<file path="config.mk">
export PLATFORM = sky130hd
export DESIGN_NAME = dtbm_refill
export DESIGN_NICKNAME = d
export VERILOG_FILES = /design/src/design/dtbm_pkg.sv /design/src/design/dtbm_refill.sv
export SDC_FILE = /design/constraint.sdc
export NUM_CORES = 2
export LEC_CHECK = 0
export BUFFER_PORTS_ARGS = -buffer_cell sky130_fd_sc_hd__buf_2
export CORE_MARGIN = 10
export CORE_UTILIZATION = 40
export CTS_CLUSTER_SIZE = 14
export DETAILED_ROUTE_END_ITERATION = 8
export SETUP_SLACK_MARGIN = 0.1
export SLEW_MARGIN = 30
export SYNTH_ARGS = -nofsm -noshare
export SYNTH_HDL_FRONTEND = slang
export SYNTH_SLANG_ARGS = --single-unit
</file>
<file path="constraint.sdc">
create_clock -name i_clk -period 8.9 [get_ports i_clk]
set_input_delay 0.445 -clock i_clk [delete_from_list [all_inputs] [get_ports i_clk]]
set_output_delay 0.445 -clock i_clk [all_outputs]
set_load 0.01 [all_outputs]
</file>
<file path="src/design/dtbm_pkg.sv">
// ----------------------------------------------------------------------------
// dtbm_pkg
// Shared types and constants of the dual token bucket meter.
// ----------------------------------------------------------------------------
package dtbm_pkg;

    localparam int LEN_W      = 19;
    localparam int MEAN_W     = 32;
    localparam int PEAK_W     = 19;
    localparam int RATE_W     = 32;
    localparam int WARMUP_W   = 48;
    localparam int PKT_CNT_W  = 32;
    localparam int BIT_CNT_W  = 48;
    localparam int CFG_IDX_W  = 3;
    localparam int CFG_DATA_W = 48;

    // refill clamped just above any bucket cap
    localparam int REFILL_W = 33;
    localparam logic [REFILL_W-1:0] REFILL_CLAMP = {1'b1, {(REFILL_W-1){1'b0}}};

    localparam logic [MEAN_W-1:0] MEAN_SIZE_RESET = '0;
    localparam logic [PEAK_W-1:0] MTU_RESET       = PEAK_W'(12000);

    typedef enum logic [CFG_IDX_W-1:0] {
        CFG_BUCKET_SIZE = 3'd0,
        CFG_MEAN_RATE   = 3'd1,
        CFG_MTU         = 3'd2,
        CFG_PEAK_RATE   = 3'd3,
        CFG_WARMUP      = 3'd4
    } t_cfg_idx;

    // load enables of the three refill pipeline stages
    typedef struct packed {
        logic ld_prod;
        logic ld_sum;
        logic ld_out;
    } t_refill_ctrl;

endpackage

</file>
<file path="src/design/dtbm_refill.sv">
// ----------------------------------------------------------------------------
// dtbm_refill
// Three-stage refill pipeline: ceil(rate * elapsed / 2^F), clamped.
// ----------------------------------------------------------------------------
module dtbm_refill #(
    parameter int RATE_FRACTION_BITS = 16,
    parameter int TIME_WIDTH         = 48
) (
    input  logic                               i_clk,
    input  dtbm_pkg::t_refill_ctrl             i_ctrl,
    input  logic [dtbm_pkg::RATE_W-1:0]        i_rate,
    input  logic [TIME_WIDTH-1:0]              i_elapsed,
    output logic [dtbm_pkg::REFILL_W-1:0]      o_refill
);
    import dtbm_pkg::*;

    localparam logic [63:0] FRAC_MASK = (64'd1 << RATE_FRACTION_BITS) - 64'd1;

    logic [63:0] elapsed_64;
    logic [63:0] r_p_lo;
    logic [63:0] r_p_hi;
    logic [63:0] r_s;
    logic        r_sat;
    logic [64:0] n_s;
    logic [63:0] q_base;
    logic [64:0] q;
    logic        big;

    assign elapsed_64 = 64'(i_elapsed);

    // split the 32 x 64 product into two 32 x 32 halves
    always_ff @(posedge i_clk) begin
        if (i_ctrl.ld_prod) begin
            r_p_lo <= 64'(i_rate) * 64'(elapsed_64[31:0]);
            r_p_hi <= 64'(i_rate) * 64'(elapsed_64[63:32]);
        end
    end

    assign n_s = {1'b0, r_p_hi[31:0], 32'd0} + {1'b0, r_p_lo};

    always_ff @(posedge i_clk) begin
        if (i_ctrl.ld_sum) begin
            r_s   <= n_s[63:0];
            r_sat <= (|r_p_hi[63:32]) | n_s[64];
        end
    end

    // round up on any fraction bits left over
    assign q_base = r_s >> RATE_FRACTION_BITS;
    assign q      = {1'b0, q_base} + 65'(|(r_s & FRAC_MASK));
    assign big    = r_sat | (|q[64:REFILL_W-1]);

    always_ff @(posedge i_clk) begin
        if (i_ctrl.ld_out) begin
            o_refill <= big ? REFILL_CLAMP : {1'b0, q[REFILL_W-2:0]};
        end
    end

endmodule

</file>
==> flow_summary_export.csv <==
group,metric,value,unit
worst_setup_path,cp.required,9210,ps
sta,fin_worst_skew,32.5,ps
flow_run,drv_cap,0,
status,outcome,"finished, final reports clean",
sta,setup_tns,0,ps
drt,drt-pass1-iter-count,6,
clock_tree,postCtsSetupBuffers,0,
grt,grt_pass1_vias,44600,
grt,track_usage,20.1,%
placed_design,dp.final_hpwl,130000,um
grt,antenna_found_initial,20,
grt,grt_overflow,0,
worst_setup_path,setup.worst_path.start_class,"input port",
worst_setup_path,cp_slowest_cell,"fa_1",
drt,wl_per_cell,20.2,um
clock_tree,cts.path.max_buffers,3,
placed_design,gp_congestion,0.923,
sta,slew_headroom,32.4,%
worst_hold_path,hold_path.class,"flop to flop",
logic_synthesis,yosysTopAreaCell,"fa_1",
cells_and_area,syn2layout_area_growth,5.57,%
floorplanning,die_y,401,um
clock_tree,clkSinkCount,210,
logic_synthesis,synth_top_area_share,45.4,%
logic_synthesis,yosys-top-cells-area,"fa_1, edfxtp_1, ha_1, inv_1, and2_1",
sta,worst_pin_slew,1010,ps
grt,grt_max_degree,68,
logic_synthesis,synth_area,0.0580,mm2
worst_setup_path,criticalPathCategory,"input port to flop",
cells_and_area,multiInputGateArea,0.0457,mm2
drt,avgViaCountPerCell,5.15,
worst_setup_path,slowest_delay,540,ps
logic_synthesis,synthArstFlopShare,0,%
clock_tree,cts-buffers-inserted,27,
clock_tree,clk_pin_slew,60,ps
sta,finalSetupViolations,0,
sta,finalCriticalPeriod,8020,ps
floorplanning,die_w,401,um
drt,drc,0,
cells_and_area,n_fill_cell,14000,
sta,hold_viol,0,
clock_tree,cts_resized,0,
clock_tree,cts_tree,"built",
sta,rsz0062_at_grt,"no",
drt,drt-initial-drc-count,2541,
clock_tree,clk_latency,570,ps
floorplanning,die-area,0.161,mm2
sta,fmax,125,MHz
floorplanning,ios,117,
floorplanning,rows,139,
sta,period_share,90.1,%
clock_tree,cts_hold_buffers,0,
logic_synthesis,syn-mean-instance-area,9.49,um2
floorplanning,start_util,40.3,%
floorplanning,core,0.144,mm2
clock_tree,root_buffer,"clkbuf_16",
clock_tree,cts_htree_levels,1,
sta,slew_viol_final,0,
worst_setup_path,worst-path-max-fanout,19,
logic_synthesis,yosysWarningCount,0,
logic_synthesis,synth_seq_cells,210,
cells_and_area,seq_area,0.00631,mm2
grt,grt_pass1_wl,256000,um
logic_synthesis,syn_nets,7929,
worst_setup_path,path_common_cell,"fa_1",
placed_design,portBuffers,116,
worst_setup_path,worst-endpoint-arrival,8320,ps
cells_and_area,drive_above_1_share,4.58,%
cells_and_area,layout.nets,7819,
worst_setup_path,crit_path_end_kind,"flop",
logic_synthesis,synth.distinct_cells,75,
drt,num_vias,40900,
drt,wl,160000,um
logic_synthesis,synth_edf_count,210,
logic_synthesis,syn_inst,6113,
drt,drtAntennaViolNets,0,
logic_synthesis,yosysSeqAreaShare,10.9,%
logic_synthesis,synth_flop_cell,"edfxtp_1",
layer usage:
layer / routed length [um] / GRT usage (%) / share of wire, %
met4: 8530 / 8.66 / 5.3
met2: 81300 / 35.5 / 51
met1: 62600 / 24.8 / 39
met3: 8010 / 2.37 / 5.0
met5: 42 / 0 / 0.026
sequential cells by signal, summed over array words and instances (netlist names):
signal    count
r_s          64
o_refill     33
r_p_lo       64
r_p_hi       48
r_sat         1
cell families (layout without fill, tap and decap cells):
kind of cell	after synthesis	in the layout	synth area share (%)
muxes	1	1	0.0173
AOI/OAI and AO/OA	452	452	5.28
adders and majority gates	1732	1732	54.4
other	0	7	0
xor gates and xnor gates	163	163	2.46
DFF	210	210	10.9
and+or+nand+nor	1947	1947	16.6
buffers and inverters	1608	1518	10.4
path summary, 6_finish.rpt:
| kind | startpoint | end | slack (ps) | depth (start not counted) |
|---|---|---|---|---|
| setup / recovery | i_rate[7] | r_p_lo[63] | 880 | 28 |
| hold / removal | r_p_lo[0] | r_s[0] | 410 | 0 |
| setup reg to reg | r_s[5] | o_refill[9] | 5230 | 13 |
| hold reg to reg | r_p_lo[0] | r_s[0] | 410 | 0 |
worst max-delay path, delay by kind of cell:
kind	cells	cell delay (ps)
AND/OR/NAND/NOR	5	1020
XOR/XNOR	1	80
adder cells (fa/ha/maj)	9	4180
AO/OA/AOI/OAI	5	1280
buffers and inverters	8	1270
area by class of cell:
cell class	count	share of cell area (%)
multi-input combinational	4295	74.6
sequential	210	10.3
inverter	1268	7.77
tap	1903	3.89
timing repair buffer	201	1.99
clock buffer	30	1.12
clock inverter	19	0.339
antenna	7	0.0286
synth_stat cells (all sizes together), types with 23 or more instances:
| cell type | number |
|---|---|
| a21o | 86 |
| inv | 1268 |
| nand3 | 48 |
| xnor2 | 93 |
| nor2 | 119 |
| and2 | 744 |
| clkbuf | 320 |
| nor3 | 26 |
| nand4 | 27 |
| a21oi | 142 |
| o21ai | 77 |
| ha | 417 |
| xor2 | 70 |
| edfxtp | 210 |
| and3 | 23 |
| fa | 1315 |
| nand2 | 896 |
| o21bai | 28 |
per-stage QoR:
step / cell area [um2] / std cells / util (%) / hold slack (ps) / setup WS, ps
after floorplan: 58000 / 6113 / - / 400 / 1730
after global placement: 60300 / 7877 / 41.9 / 402 / 439
after detailed placement: 60300 / 7877 / 41.9 / 405 / 449
final: 61200 / 7933 / 42.6 / 413 / 884
after CTS: 61200 / 7926 / 42.6 / 418 / 1020
after global routing: 61200 / 7931 / 42.6 / 423 / 580
cell usage in the layout, fill, tap and decap left out, types with 93 or more instances in the layout:
| cell type | instances |
|---|---|
| ha_1 | 417 |
| nor2_1 | 118 |
| inv_1 | 1268 |
| fa_1 | 1315 |
| edfxtp_1 | 210 |
| and2_1 | 744 |
| nand2_1 | 896 |
| buf_2 | 115 |
| xnor2_1 | 93 |
| a21oi_1 | 136 |
Power is not shown: default switching activity piles up to over one toggle a cycle in this logic, so the estimate is an artifact.
